File: src/rtl/fcpa_pkg.sv
`timescale 1ns / 1ps

package fcpa_pkg;

  // field and register widths
  localparam int ADDR_W       = 32;
  localparam int SIZE_W       = 21;
  localparam int COUNT_W      = 7;
  localparam int STATUS_W     = 2;
  localparam int CFG_IDX_W    = 2;
  localparam int CFG_DATA_W   = 32;
  localparam int STEP_W       = 5;
  localparam int DIV_STEPS    = 32;

  // parameter defaults and register reset values
  localparam int DEF_MAX_CHUNKS = 64;
  localparam logic [ADDR_W-1:0]  RST_BASE   = '0;
  localparam logic [SIZE_W-1:0]  RST_CHUNK  = SIZE_W'(64);
  localparam logic [COUNT_W-1:0] RST_CHUNKS = COUNT_W'(64);

  // configuration register indexes
  typedef enum logic [CFG_IDX_W-1:0] {
    REG_BASE_ADDRESS  = 2'd0,
    REG_CHUNK_BYTES   = 2'd1,
    REG_CHUNKS_IN_USE = 2'd2
  } cfg_reg_t;

  // result status codes
  typedef enum logic [STATUS_W-1:0] {
    ST_OK       = 2'd0,
    ST_NO_ROOM  = 2'd1,
    ST_FREE_REJ = 2'd2
  } status_t;

  // request kinds
  typedef enum logic {
    MODE_ALLOC = 1'b0,
    MODE_FREE  = 1'b1
  } mode_t;

  // shared arithmetic unit operations
  typedef enum logic {
    OP_MUL = 1'b0,
    OP_DIV = 1'b1
  } arith_op_t;

  typedef struct packed {
    logic      start;
    arith_op_t op;
  } arith_ctrl_t;

  // sequencer states
  typedef enum logic [2:0] {
    S_IDLE,
    S_SCAN_A,
    S_READ,
    S_MUL,
    S_DIV,
    S_SCAN_F,
    S_DONE
  } state_t;

endpackage

File: src/rtl/fcpa_if.sv
`timescale 1ns / 1ps

// request channel
interface fcpa_req_if;
  import fcpa_pkg::*;

  logic              valid;
  logic              ready;
  logic              mode;
  logic [ADDR_W-1:0] free_address;

  modport source (output valid, output mode, output free_address, input ready);
  modport sink   (input valid, input mode, input free_address, output ready);
endinterface

// result channel
interface fcpa_rsp_if;
  import fcpa_pkg::*;

  logic                valid;
  logic                ready;
  logic [ADDR_W-1:0]   chunk_address;
  logic [STATUS_W-1:0] status;

  modport source (output valid, output chunk_address, output status, input ready);
  modport sink   (input valid, input chunk_address, input status, output ready);
endinterface

File: src/rtl/fcpa_ram.sv
`timescale 1ns / 1ps

module fcpa_ram #(
  parameter int WIDTH = 8,
  parameter int DEPTH = 64
) (
  input  logic                     clk,
  input  logic                     we,
  input  logic [$clog2(DEPTH)-1:0] waddr,
  input  logic [WIDTH-1:0]         wdata,
  input  logic                     re,
  input  logic [$clog2(DEPTH)-1:0] raddr,
  output logic [WIDTH-1:0]         rdata
);

  logic [WIDTH-1:0] mem [DEPTH];
  logic [WIDTH-1:0] rdata_r;

  // one write port, one registered read port
  always_ff @(posedge clk) begin
    if (we) begin
      mem[waddr] <= wdata;
    end
    if (re) begin
      rdata_r <= mem[raddr];
    end
  end

  assign rdata = rdata_r;

endmodule

File: src/rtl/fcpa_arith.sv
`timescale 1ns / 1ps

module fcpa_arith #(
  parameter int IDX_W = 6
) (
  input  logic                         clk,
  input  logic                         rst_n,
  input  fcpa_pkg::arith_ctrl_t        ctrl,
  input  logic [fcpa_pkg::ADDR_W-1:0]  opnd_a,
  input  logic [fcpa_pkg::SIZE_W-1:0]  size,
  input  logic [IDX_W-1:0]             mult,
  output logic                         done,
  output logic [fcpa_pkg::ADDR_W-1:0]  result
);
  import fcpa_pkg::*;

  logic              busy_r, busy_nxt;
  logic              done_r, done_nxt;
  arith_op_t         op_r, op_nxt;
  logic [STEP_W-1:0] step_r, step_nxt;
  logic [ADDR_W-1:0] acc_r, acc_nxt;
  logic [ADDR_W-1:0] dq_r, dq_nxt;
  logic [IDX_W-1:0]  mult_r, mult_nxt;

  logic [SIZE_W:0]   shifted;
  logic [ADDR_W:0]   add_a, add_b, sum;
  logic              sub;

  // shared adder: restoring division step or shift-add multiply step
  always_comb begin
    shifted = {acc_r[SIZE_W-1:0], dq_r[ADDR_W-1]};
    if (op_r == OP_DIV) begin
      add_a = (ADDR_W+1)'(shifted);
      add_b = (ADDR_W+1)'(size);
      sub   = 1'b1;
    end else begin
      add_a = {1'b0, acc_r};
      add_b = {1'b0, dq_r};
      sub   = 1'b0;
    end
    sum = add_a + (sub ? ~add_b : add_b) + (ADDR_W+1)'(sub);
  end

  // step sequencing
  always_comb begin
    busy_nxt = busy_r;
    done_nxt = 1'b0;
    op_nxt   = op_r;
    step_nxt = step_r;
    acc_nxt  = acc_r;
    dq_nxt   = dq_r;
    mult_nxt = mult_r;
    if (ctrl.start) begin
      busy_nxt = 1'b1;
      op_nxt   = ctrl.op;
      if (ctrl.op == OP_DIV) begin
        acc_nxt  = '0;
        dq_nxt   = opnd_a;
        step_nxt = STEP_W'(DIV_STEPS - 1);
      end else begin
        acc_nxt  = opnd_a;
        dq_nxt   = ADDR_W'(size);
        mult_nxt = mult;
        step_nxt = STEP_W'(IDX_W - 1);
      end
    end else if (busy_r) begin
      if (op_r == OP_DIV) begin
        acc_nxt = sum[ADDR_W] ? ADDR_W'(shifted[SIZE_W-1:0])
                              : ADDR_W'(sum[SIZE_W-1:0]);
        dq_nxt  = {dq_r[ADDR_W-2:0], ~sum[ADDR_W]};
      end else begin
        if (mult_r[0]) begin
          acc_nxt = sum[ADDR_W-1:0];
        end
        dq_nxt   = {dq_r[ADDR_W-2:0], 1'b0};
        mult_nxt = mult_r >> 1;
      end
      if (step_r == '0) begin
        busy_nxt = 1'b0;
        done_nxt = 1'b1;
      end else begin
        step_nxt = step_r - STEP_W'(1);
      end
    end
  end

  always_ff @(posedge clk) begin
    if (!rst_n) begin
      busy_r <= 1'b0;
      done_r <= 1'b0;
    end else begin
      busy_r <= busy_nxt;
      done_r <= done_nxt;
    end
    op_r   <= op_nxt;
    step_r <= step_nxt;
    acc_r  <= acc_nxt;
    dq_r   <= dq_nxt;
    mult_r <= mult_nxt;
  end

  assign done   = done_r;
  assign result = (op_r == OP_DIV) ? dq_r : acc_r;

endmodule

File: src/rtl/fixed_chunk_pool_allocator.sv
`timescale 1ns / 1ps

// channel   dir  handshake      payload
// in_chan   in   valid/ready    mode, free_address
// out_chan  out  valid/ready    chunk_address, status
// cfg_*     in   cfg_we         cfg_index, cfg_wdata (no read-back)
//
// one request at a time; in_chan.ready is high only while the sequencer idles
// fresh allocate: one shift-add multiply of the bump counter by the chunk size, onto the base
// table allocate: scan for the lowest recorded slot (one slot per cycle), read its index, then multiply
// free: restoring divide of the offset by the chunk size, then a scan for the lowest empty slot
// reset clears the counter and all slot valid bits at once; no clearing pass
// the result register holds while out_chan.ready is low; the next request is taken meanwhile

module fixed_chunk_pool_allocator #(
  parameter int MAX_CHUNKS = fcpa_pkg::DEF_MAX_CHUNKS
) (
  input  logic                            clk,
  input  logic                            rst_n,
  fcpa_req_if.sink                        in_chan,
  fcpa_rsp_if.source                      out_chan,
  input  logic                            cfg_we,
  input  logic [fcpa_pkg::CFG_IDX_W-1:0]  cfg_index,
  input  logic [fcpa_pkg::CFG_DATA_W-1:0] cfg_wdata
);
  import fcpa_pkg::*;

  localparam int IDX_W = $clog2(MAX_CHUNKS);
  localparam int CNT_W = IDX_W + 1;

  // configuration registers
  logic [ADDR_W-1:0]  cfg_base_r;
  logic [SIZE_W-1:0]  cfg_chunk_r;
  logic [COUNT_W-1:0] cfg_chunks_r;

  always_ff @(posedge clk) begin
    if (!rst_n) begin
      cfg_base_r   <= RST_BASE;
      cfg_chunk_r  <= RST_CHUNK;
      cfg_chunks_r <= RST_CHUNKS;
    end else if (cfg_we) begin
      unique case (cfg_index)
        REG_BASE_ADDRESS:  cfg_base_r   <= cfg_wdata[ADDR_W-1:0];
        REG_CHUNK_BYTES:   cfg_chunk_r  <= cfg_wdata[SIZE_W-1:0];
        REG_CHUNKS_IN_USE: cfg_chunks_r <= cfg_wdata[COUNT_W-1:0];
        default: ;
      endcase
    end
  end

  // effective pool size and chunk size
  logic [CNT_W-1:0]  pool_n;
  logic [SIZE_W-1:0] size_eff;

  assign pool_n   = (32'(cfg_chunks_r) > 32'(MAX_CHUNKS)) ? CNT_W'(MAX_CHUNKS)
                                                          : CNT_W'(cfg_chunks_r);
  assign size_eff = (cfg_chunk_r == '0) ? SIZE_W'(1) : cfg_chunk_r;

  // sequencer state
  state_t            state_r, state_nxt;
  logic [CNT_W-1:0]  fresh_r, fresh_nxt;
  logic [CNT_W-1:0]  scan_r, scan_nxt;
  logic [IDX_W-1:0]  idx_r, idx_nxt;
  logic [ADDR_W-1:0] res_addr_r, res_addr_nxt;
  status_t           res_status_r, res_status_nxt;
  logic [MAX_CHUNKS-1:0] valid_r;

  logic [ADDR_W-1:0]   out_addr_r;
  logic [STATUS_W-1:0] out_status_r;
  logic                out_valid_r;
  logic                out_load;

  logic              valid_set, valid_clr;
  logic              ram_we, ram_re;
  logic [IDX_W-1:0]  ram_rdata;
  logic [IDX_W-1:0]  slot;
  logic              scan_in_range;
  logic              slot_valid;

  arith_ctrl_t       arith_ctrl;
  logic [ADDR_W-1:0] arith_a;
  logic [IDX_W-1:0]  arith_m;
  logic              arith_done;
  logic [ADDR_W-1:0] arith_res;

  assign slot          = scan_r[IDX_W-1:0];
  assign scan_in_range = scan_r < pool_n;
  assign slot_valid    = valid_r[slot];

  // next state and datapath controls
  always_comb begin
    state_nxt      = state_r;
    fresh_nxt      = fresh_r;
    scan_nxt       = scan_r;
    idx_nxt        = idx_r;
    res_addr_nxt   = res_addr_r;
    res_status_nxt = res_status_r;
    valid_set      = 1'b0;
    valid_clr      = 1'b0;
    ram_we         = 1'b0;
    ram_re         = 1'b0;
    arith_ctrl     = '{start: 1'b0, op: OP_MUL};
    arith_a        = cfg_base_r;
    arith_m        = fresh_r[IDX_W-1:0];
    out_load       = 1'b0;
    in_chan.ready  = 1'b0;

    unique case (state_r)
      S_IDLE: begin
        in_chan.ready = 1'b1;
        if (in_chan.valid) begin
          res_addr_nxt = '0;
          scan_nxt     = '0;
          if (in_chan.mode == MODE_FREE) begin
            arith_ctrl = '{start: 1'b1, op: OP_DIV};
            arith_a    = in_chan.free_address - cfg_base_r;
            state_nxt  = S_DIV;
          end else if (fresh_r < pool_n) begin
            arith_ctrl = '{start: 1'b1, op: OP_MUL};
            fresh_nxt  = fresh_r + CNT_W'(1);
            state_nxt  = S_MUL;
          end else begin
            state_nxt = S_SCAN_A;
          end
        end
      end

      // look for the lowest recorded chunk
      S_SCAN_A: begin
        if (!scan_in_range) begin
          res_status_nxt = ST_NO_ROOM;
          state_nxt      = S_DONE;
        end else if (slot_valid) begin
          valid_clr = 1'b1;
          ram_re    = 1'b1;
          state_nxt = S_READ;
        end else begin
          scan_nxt = scan_r + CNT_W'(1);
        end
      end

      S_READ: begin
        arith_ctrl = '{start: 1'b1, op: OP_MUL};
        arith_m    = ram_rdata;
        state_nxt  = S_MUL;
      end

      S_MUL: begin
        if (arith_done) begin
          res_addr_nxt   = arith_res;
          res_status_nxt = ST_OK;
          state_nxt      = S_DONE;
        end
      end

      // quotient at or past the pool size means the address is outside
      S_DIV: begin
        if (arith_done) begin
          if (arith_res >= 32'(pool_n)) begin
            res_status_nxt = ST_FREE_REJ;
            state_nxt      = S_DONE;
          end else begin
            idx_nxt   = arith_res[IDX_W-1:0];
            state_nxt = S_SCAN_F;
          end
        end
      end

      // record the chunk in the lowest empty slot
      S_SCAN_F: begin
        if (!scan_in_range) begin
          res_status_nxt = ST_FREE_REJ;
          state_nxt      = S_DONE;
        end else if (!slot_valid) begin
          valid_set      = 1'b1;
          ram_we         = 1'b1;
          res_status_nxt = ST_OK;
          state_nxt      = S_DONE;
        end else begin
          scan_nxt = scan_r + CNT_W'(1);
        end
      end

      S_DONE: begin
        if (!out_valid_r || out_chan.ready) begin
          out_load  = 1'b1;
          state_nxt = S_IDLE;
        end
      end

      default: state_nxt = S_IDLE;
    endcase
  end

  always_ff @(posedge clk) begin
    if (!rst_n) begin
      state_r <= S_IDLE;
      fresh_r <= '0;
      valid_r <= '0;
    end else begin
      state_r <= state_nxt;
      fresh_r <= fresh_nxt;
      if (valid_set) begin
        valid_r[slot] <= 1'b1;
      end else if (valid_clr) begin
        valid_r[slot] <= 1'b0;
      end
    end
    scan_r       <= scan_nxt;
    idx_r        <= idx_nxt;
    res_addr_r   <= res_addr_nxt;
    res_status_r <= res_status_nxt;
  end

  // output register
  always_ff @(posedge clk) begin
    if (!rst_n) begin
      out_valid_r <= 1'b0;
    end else if (out_load) begin
      out_valid_r <= 1'b1;
    end else if (out_chan.ready) begin
      out_valid_r <= 1'b0;
    end
    if (out_load) begin
      out_addr_r   <= res_addr_r;
      out_status_r <= res_status_r;
    end
  end

  assign out_chan.valid         = out_valid_r;
  assign out_chan.chunk_address = out_addr_r;
  assign out_chan.status        = out_status_r;

  // slot chunk index table
  fcpa_ram #(
    .WIDTH (IDX_W),
    .DEPTH (MAX_CHUNKS)
  ) u_slot_ram (
    .clk   (clk),
    .we    (ram_we),
    .waddr (slot),
    .wdata (idx_r),
    .re    (ram_re),
    .raddr (slot),
    .rdata (ram_rdata)
  );

  // shared multiply and divide unit
  fcpa_arith #(
    .IDX_W (IDX_W)
  ) u_arith (
    .clk    (clk),
    .rst_n  (rst_n),
    .ctrl   (arith_ctrl),
    .opnd_a (arith_a),
    .size   (size_eff),
    .mult   (arith_m),
    .done   (arith_done),
    .result (arith_res)
  );

  // checks
  a_fresh_bound: assert property (@(posedge clk) disable iff (!rst_n)
    fresh_r <= CNT_W'(MAX_CHUNKS))
    else $error("bump counter beyond pool capacity");

  a_done_when_waiting: assert property (@(posedge clk) disable iff (!rst_n)
    arith_done |-> (state_r == S_MUL || state_r == S_DIV))
    else $error("arithmetic result arrived with no request waiting");

  a_free_sets_one: assert property (@(posedge clk) disable iff (!rst_n)
    (state_r == S_SCAN_F && scan_in_range && !slot_valid) |=>
      ($countones(valid_r) == $past($countones(valid_r)) + 1))
    else $error("recording a free did not add exactly one slot");

  a_alloc_clears_one: assert property (@(posedge clk) disable iff (!rst_n)
    (state_r == S_SCAN_A && scan_in_range && slot_valid) |=>
      ($countones(valid_r) + 1 == $past($countones(valid_r))))
    else $error("table allocate did not empty exactly one slot");

endmodule

File: src/flat_wrapper.sv
// flat-port wrapper written by rule: the top's interface ports become plain ports
module fixed_chunk_pool_allocator_flat import fcpa_pkg::*;
#(
  parameter int MAX_CHUNKS = fcpa_pkg::DEF_MAX_CHUNKS
)
  (clk, rst_n, cfg_we, cfg_index, cfg_wdata, in_chan_valid, in_chan_mode, in_chan_free_address, in_chan_ready, out_chan_valid, out_chan_chunk_address, out_chan_status, out_chan_ready);
  fcpa_req_if in_chan_i ();
  fcpa_rsp_if out_chan_i ();
  input  logic clk;
  input  logic rst_n;
  input  logic cfg_we;
  input  logic [fcpa_pkg::CFG_IDX_W-1:0] cfg_index;
  input  logic [fcpa_pkg::CFG_DATA_W-1:0] cfg_wdata;
  input wire logic [$bits(in_chan_i.valid)-1:0] in_chan_valid;
  input wire logic [$bits(in_chan_i.mode)-1:0] in_chan_mode;
  input wire logic [$bits(in_chan_i.free_address)-1:0] in_chan_free_address;
  output wire logic [$bits(in_chan_i.ready)-1:0] in_chan_ready;
  output wire logic [$bits(out_chan_i.valid)-1:0] out_chan_valid;
  output wire logic [$bits(out_chan_i.chunk_address)-1:0] out_chan_chunk_address;
  output wire logic [$bits(out_chan_i.status)-1:0] out_chan_status;
  input wire logic [$bits(out_chan_i.ready)-1:0] out_chan_ready;
  assign in_chan_i.valid = in_chan_valid;
  assign in_chan_i.mode = in_chan_mode;
  assign in_chan_i.free_address = in_chan_free_address;
  assign in_chan_ready = in_chan_i.ready;
  assign out_chan_valid = out_chan_i.valid;
  assign out_chan_chunk_address = out_chan_i.chunk_address;
  assign out_chan_status = out_chan_i.status;
  assign out_chan_i.ready = out_chan_ready;
  fixed_chunk_pool_allocator #(.MAX_CHUNKS(MAX_CHUNKS)) u_core (.clk(clk), .rst_n(rst_n), .in_chan(in_chan_i), .out_chan(out_chan_i), .cfg_we(cfg_we), .cfg_index(cfg_index), .cfg_wdata(cfg_wdata));
endmodule
File: config.mk
export PLATFORM = sky130hd
export DESIGN_NAME = fixed_chunk_pool_allocator_flat
export DESIGN_NICKNAME = d
export VERILOG_FILES = /design/src/rtl/fcpa_pkg.sv /design/src/rtl/fcpa_if.sv /design/src/rtl/fcpa_ram.sv /design/src/rtl/fcpa_arith.sv /design/src/rtl/fixed_chunk_pool_allocator.sv /design/src/flat_wrapper.sv
export SDC_FILE = /design/constraint.sdc
export NUM_CORES = 1
export LEC_CHECK = 0
export ABC_CLOCK_PERIOD_IN_PS = 9600
export BUFFER_PORTS_ARGS = -buffer_cell sky130_fd_sc_hd__buf_2
export CELL_PAD_IN_SITES_DETAIL_PLACEMENT = 0
export CELL_PAD_IN_SITES_GLOBAL_PLACEMENT = 2
export CORE_ASPECT_RATIO = 0.75
export CORE_UTILIZATION = 47
export CTS_CLUSTER_DIAMETER = 40
export DETAILED_ROUTE_END_ITERATION = 10
export PLACE_DENSITY_LB_ADDON = 0.3
export SKIP_LAST_GASP = 1
export SLEW_MARGIN = 20
export SYNTH_ARGS = -nofsm -noshare
export SYNTH_HDL_FRONTEND = slang
export SYNTH_HIERARCHICAL = 1
export SYNTH_SLANG_ARGS = --single-unit
File: constraint.sdc
create_clock -name clk -period 9.6 [get_ports clk]
set_clock_uncertainty 0.05 [all_clocks]
set_input_delay 0.96 -clock clk [delete_from_list [all_inputs] [get_ports clk]]
set_output_delay 0.96 -clock clk [all_outputs]
set_load 0.01 [all_outputs]
==> After elaboration in Yosys (flattened, before gate mapping) <==
Memories as Yosys holds them, arrays and structs flattened. A register that Yosys moved wholly into a read port is not among the register bits.
Index checks and enable logic that the tools add are counted.
{ "totals": {"elab_cells": 176, "mem_bits_ro": 0, "mem_count": 1, "latchBits": 0, "input_bits": 72, "register_bits": 294, "mem_bits_rw": 384} }
{ "op_classes": {"n_div": 0, "addsub": 6, "magnitude_cmp": 6, "n_mul": 0, "n_shift": 0, "eq_ne": 23, "n_mux": 84, "reduce_logical": 27, "n_bitwise": 9} }
{ "mem_list": {"columns": ["name", "words", "width", "rd", "rd_clocked_by_memory_dff", "wr", "line_no", "text"], "rows": [
  ["u_core.u_slot_ram.mem", 64, 6, 1, 1, 1, "fcpa_ram.sv:16", "logic [WIDTH-1:0] mem [DEPTH];"]
]} }
{ "ops": {"columns": ["cell", "n"], "rows": [
  ["$mux 32", 16],
  ["$mux 64", 2],
  ["$and 64x64->64", 1],
  ["$not 64->64", 1],
  ["$or 64x64->64", 1],
  ["$pmux 32 s2", 1],
  ["$mux 21", 2],
  ["$mux 7", 6],
  ["$add 33x1->33", 1],
  ["$add 33x33->33", 1],
  ["$mux 33", 1],
  ["$not 33->33", 1],
  ["$ge 32x7->1", 1],
  ["$sub 32x32->32", 1],
  ["$mux 6", 5],
  ["$mux 3", 9],
  ["$mux 2", 11],
  ["$logic_not 21->1", 1],
  ["$mux 1", 21],
  ["$pmux 3 s7", 1],
  ["$pmux 7 s3", 1],
  ["$mux 5", 4],
  ["$reduce_and 6->1", 3],
  ["$add 7x1->7 const B", 2],
  ["31 further kinds", 61]
]} }

==> Longest topological paths before layout <==
{ "logic_depth": {"depth_word": 11, "ltp_mapped": 22, "mapped_depth_nobuf": 19} }

==> Modules after synthesis <==
Netlist, hierarchy kept.
{ "by_module_without_submodules": {"columns": ["module", "seq_area_each_um2", "area_each_um2", "n_inst", "cells_per_inst"], "rows": [
  ["fcpa_ram", 11711.2, 15300.9, 1, 731],
  ["fixed_chunk_pool_allocator", 5134.9, 11323.4, 1, 1224],
  ["fcpa_arith", 2322.2, 6204.7, 1, 732]
]} }

==> Least setup slack after synthesis <==
OpenSTA, ideal clock, no wires.
{ "synth_path": {"path_kind": "register to register", "startpoint": "register u_core.u_arith.op_r", "endpoint": "register u_core.u_arith.acc_r[8] (data pin)", "setup_ns": 0.261, "slack_ns": 4.765, "path_stages_with_launch": 21, "t_required_ns": 9.289, "t_arrival_ns": 4.524, "cell_sequence": "edfxtp_1 -> buf_6 -> clkbuf_1 -> clkbuf_1 -> clkbuf_1 -> a21oi_1 -> ha_1 -> and2b_1 -> o31a_1 -> or3_1 -> a21oi_1 -> o41a_2 -> o21ai_1 -> a2111oi_0 -> a21oi_1 -> ha_1 -> and2_1 -> clkbuf_1 -> clkbuf_1 -> a32oi_1 -> nand3b_1"} }
{ "synth_via": {"elab_chain_len": 9} }
{ "synth_lines": {"columns": ["item", "line_no", "text"], "rows": [
  ["start, declared", "fcpa_arith.sv:19", "arith_op_t op_r, op_nxt;"],
  ["start signal, assigned", "fcpa_arith.sv:95", "op_r <= op_nxt;"],
  ["$mux 32", "fcpa_arith.sv:32", "if (op_r == OP_DIV) begin"],
  ["$not 33->33", "fcpa_arith.sv:41", "sum = add_a + (sub ? ~add_b : add_b) + (ADDR_W+1)'(sub);"],
  ["$mux 33", "fcpa_arith.sv:41", null],
  ["$add 33x33->33", "fcpa_arith.sv:41", null],
  ["$add 33x1->33", "fcpa_arith.sv:41", null],
  ["$mux 32 / $mux 21 (equally long branches)", "fcpa_arith.sv:72, fcpa_arith.sv:68", null],
  ["$mux 32 *", "fcpa_arith.sv:67", "if (op_r == OP_DIV) begin"],
  ["$mux 32 *", "fcpa_arith.sv:66", "end else if (busy_r) begin"],
  ["$mux 32 *", "fcpa_arith.sv:53", "if (ctrl.start) begin"],
  ["via u_core.u_arith.acc_nxt[8]", "fcpa_arith.sv:21", "logic [ADDR_W-1:0] acc_r, acc_nxt;"],
  ["end signal, assigned", "fcpa_arith.sv:97", "acc_r <= acc_nxt;"],
  ["end, declared", "fcpa_arith.sv:21", null]
]} }
Mark *: on every way through the listed nets, which the timed path passes. The rest lies on a longest branch. The select of a mux whose other input is x is not followed.
A chain may end at the register's enable or synchronous reset.

==> Worst setup path in the final report <==
{ "layout_path": {"startpoint": "register u_core.cfg_chunk_r[15]", "endpoint": "register u_core.u_arith.acc_r[11] (data pin)"} }
{ "layout_via": {"elab_chain_len": 11} }
{ "layout_lines": {"columns": ["item", "line_no", "text"], "rows": [
  ["start, declared", "fixed_chunk_pool_allocator.sv:33", "logic [SIZE_W-1:0] cfg_chunk_r;"],
  ["start signal, assigned", "fixed_chunk_pool_allocator.sv:44", "REG_CHUNK_BYTES: cfg_chunk_r <= cfg_wdata[SIZE_W-1:0];"],
  ["$logic_not 21->1 *", "fixed_chunk_pool_allocator.sv:57", "assign size_eff = (cfg_chunk_r == '0) ? SIZE_W'(1) : cfg_chunk_r;"],
  ["$mux 21 *", "fixed_chunk_pool_allocator.sv:57", null],
  ["via u_core.size_eff[0]", "fixed_chunk_pool_allocator.sv:53", "logic [SIZE_W-1:0] size_eff;"],
  ["$mux 32 *", "fcpa_arith.sv:32", null],
  ["$not 33->33", "fcpa_arith.sv:41", null],
  ["$mux 33 *", "fcpa_arith.sv:41", null],
  ["$add 33x33->33 *", "fcpa_arith.sv:41", null],
  ["$add 33x1->33 *", "fcpa_arith.sv:41", null],
  ["$mux 32 / $mux 21 (equally long branches)", "fcpa_arith.sv:72, fcpa_arith.sv:68", null],
  ["$mux 32 *", "fcpa_arith.sv:67", null],
  ["$mux 32 *", "fcpa_arith.sv:66", null],
  ["$mux 32 *", "fcpa_arith.sv:53", null],
  ["via u_core.u_arith.acc_nxt[11]", "fcpa_arith.sv:21", null]
]} }
Marked as above.

==> flow_summary.json <==
{
  "outcome": "finished, final reports clean",
  "grt_max_degree": 80,
  "syn_nets": 2847,
  "post_cts_buffers": 0,
  "fin_crit_ns": 5.65,
  "cts_tree": "built",
  "first_global_vias": 21300,
  "cpMostUsedCell": "a21oi_1",
  "cts_sinks": 684,
  "dr.first_iter.drc_count": 2294,
  "endpoint_kind": "register",
  "avgSynthCellArea_sq_um": 12.2,
  "wl_per_cell_um": 24.0,
  "ir_worst_vdd_v": 0.000199,
  "path_clk_slew_ns": 0.06,
  "crit_type": "reg2reg",
  "gp_congestion": 0.876,
  "hpwl_um": 62100,
  "rsz0062_at_grt": "false",
  "max_freq_mhz": 177,
  "path_buf_inv": 0,
  "synthCells": 2687,
  "synthArstFlopShare": 0,
  "cts-root-buf": "clkbuf_16",
  "cp_data_arrival_time_ns": 5.98,
  "yosysWarningCount": 6,
  "synth_cell_type_count": 87,
  "io_buffer_count": 107,
  "relSlewSlack": 0.199,
  "min_path_cells": 0,
  "hold_class": "reg2reg",
  "whs_ns": 0.367,
  "core_region_area_sq_mm": 0.0687,
  "slowest_delay_ns": 0.65,
  "drtPass1Iterations": 8,
  "place_ws_ns": 4.03,
  "slowest_stage": "and2_1",
  "setup_slack_ns": 3.95,
  "clk_path_buf_depth": 3,
  "drc_errors": 0,
  "placedCellCount": 3597,
  "leakagePower_nw": 13.0,
  "slew_violations": 0,
  "nFillCells": 5871,
  "via_count": 22300,
  "min_period_over_period": 0.588,
  "cts_resized": 0,
  "finalNonFillerCells": 3774,
  "crit_family": "simple AND/OR/NAND/NOR gates",
  "grt_pass1_wl_um": 136000,
  "max_cap_violations": 0,
  "fin_tns_setup_ns": 0,
  "nets": 2918,
  "yosysSeqAreaShare": 0.584,
  "syn_area_sq_mm": 0.0328,
  "via_per_inst": 5.92,
  "io_pins": 108,
  "p_per_area_mw_per_mm2": 328,
  "core.rowCount": 83,
  "clk_latency_ns": 0.68,
  "dieArea_sq_mm": 0.0709,
  "total_power_mw": 12.2,
  "die_x_um": 307,
  "drive_above_1_share": 0.166,
  "grt-ovfl-total": 0,
  "synth_seq_cells": 684,
  "h-tree-depth": 3,
  "synth_edf_count": 547,
  "worst-r2r-cell-count": 19,
  "die_y_um": 231,
  "synth_flop_cell": "edfxtp_1",
  "start_util": 0.478,
  "required_ns": 9.93,
  "tightest_slew_ns": 1.17,
  "postCtsHoldBufs": 0,
  "path_depth": 19,
  "drt_wl_total_um": 90600,
  "track_usage": 0.257,
  "cts_made_buffers": 93,
  "hold_viol_final": 0,
  "start_kind": "register",
  "setup_viol": 0,
  "area_growth_pct": 13.4,
  "detail-route-antenna-nets": 0,
  "antenna_found_initial": 5,
  "crit_chain": "nor4_1 > and3_1 > a31o_2 > and3b_4 > or2_2 > fa_1 > and2b_1 > o31a_1 > or3_1 > a21oi_1 > o41a_2 > o21ai_1 > a2111oi_0 > a21oi_1 > ha_1 > and2_1 > nor2_1 > a21oi_1 > o21ai_0",
  "cp_max_fo": 17
}
-- final timing paths --
kind | start | endpoint | slack (ns)
worst max-delay path | u_core/cfg_chunk_r[15] | u_core/u_arith/acc_r[11] | 3.95
worst min register to register | u_core/res_addr_r[19] | u_core/out_chan.chunk_address[19] | 0.37
worst min-delay path | u_core/res_addr_r[19] | u_core/out_chan.chunk_address[19] | 0.37
worst max register to register | u_core/cfg_chunk_r[15] | u_core/u_arith/acc_r[11] | 3.95
-- placed cells by master, fill, tap and decap left out, drive strengths merged, types with 9 or more instances in the layout --
master    netlist  routed
ha             86      86
nor2b          48      48
nand4          14      14
o21a           22      22
clkinvlp        0      10
nand2b         45      45
mux2i          49      49
a21boi         56      56
xnor2          30      30
clkinv          2      33
and3           10      10
inv            64      97
or2            18      18
o211ai          9       9
and2           44      44
mux4          104     104
nand2         361     361
o21ai         155     155
edfxtp        547     547
mux2           30      30
xor2           32      32
nor3           24      24
clkbuf        116      96
nand3          32      32
o22ai          14      14
a21o           37      37
a31oi          19      19
a21oi         133     133
buf            47     139
or3            13      13
o221ai         10      10
a22o           44      44
dfxtp         137     137
nor2          183     183
o31ai          12      12
nor4           20      20
o21bai         10      10
a211oi         20      20
-- registers in the layout (all words and copies together) (netlist names), 2 cells and up, named ones only --
signal,flops
u_core/res_addr_r,32
u_core/cfg_chunk_r,21
u_core/scan_r,7
u_core/u_slot_ram/mem,384
u_core/res_status_r,2
u_core/idx_r,6
u_core/cfg_base_r,32
u_core/u_arith/mult_r,6
u_core/fresh_r,7
u_core/u_arith/dq_r,32
u_core/u_arith/acc_r,32
u_core/u_slot_ram/rdata,6
u_core/cfg_chunks_r,7
u_core/out_chan.status,2
u_core/out_chan.chunk_address,32
u_core/u_arith/step_r,5
u_core/state_r,3
-- cell usage after synthesis, types with 32 or more instances --
cell type | instances | area share
edfxtp_1 | 547 | 0.50
nand2_1 | 360 | 0.041
nor2_1 | 182 | 0.021
dfxtp_1 | 137 | 0.084
o21ai_0 | 134 | 0.020
a21oi_1 | 132 | 0.020
clkbuf_1 | 116 | 0.013
mux4_2 | 101 | 0.069
ha_1 | 86 | 0.033
inv_1 | 64 | 0.0073
a21boi_0 | 55 | 0.013
mux2i_1 | 49 | 0.015
nor2b_1 | 48 | 0.0091
nand2b_1 | 45 | 0.0086
a22o_1 | 44 | 0.012
and2_1 | 42 | 0.0080
a21o_1 | 37 | 0.0085
nand3_1 | 32 | 0.0049
xor2_1 | 32 | 0.0085
-- layout make-up --
| class | instances | area, sq um | area share |
|---|---|---|---|
| repair buffers | 139 | 788 | 0.0212 |
| inverters | 66 | 248 | 0.00666 |
| flip-flops and latches | 684 | 19200 | 0.515 |
| clock buffers | 96 | 2340 | 0.0628 |
| clock inverters | 79 | 783 | 0.0210 |
| well taps | 935 | 1170 | 0.0314 |
| multi-input cells | 1774 | 12700 | 0.342 |
| diodes | 1 | 2.50 | 0.0000672 |
-- report_power, final --
group / leakage (nW) / internal [mW] / switching, mW
Clock: 1.51 / 1.98 / 1.45
Combinational: 5.34 / 1.79 / 3.07
Sequential: 6.14 / 3.67 / 0.249
Total: 13.0 / 7.43 / 4.77
-- routing by layer --
layer  GRT usage  share of wire
met5           0              0
met4      0.0589          0.019
met3      0.0774           0.10
met2       0.324           0.38
met1       0.421           0.50
-- cell families (layout without fill, tap and decap cells) --
logic type,count (synthesis),count (layout),share of synthesized area
compound gates,593,593,0.118
flops,684,684,0.584
xor+xnor,62,62,0.0165
simple gates,848,848,0.121
buf+inv,229,380,0.0296
other cells,0,1,0
fa+ha+maj,88,88,0.0340
mux,183,183,0.0969
-- per-stage QoR --
step                      utilization  instance area [sq um]
after floorplan                     -                  32800
final                           0.541                  37200
after detailed placement        0.496                  34100
after global routing            0.541                  37200
after CTS                       0.541                  37200
after global placement          0.496                  34100
-- worst register-to-register path: cells and delay by family (launching register included) --
kind | cells | cell delay [ns]
and+or+nand+nor | 8 | 2.33
AOI/OAI and AO/OA | 9 | 2.14
adders and majority gates | 2 | 0.51
DFF | 1 | 0.34
Power figures use the tool's default switching activity.
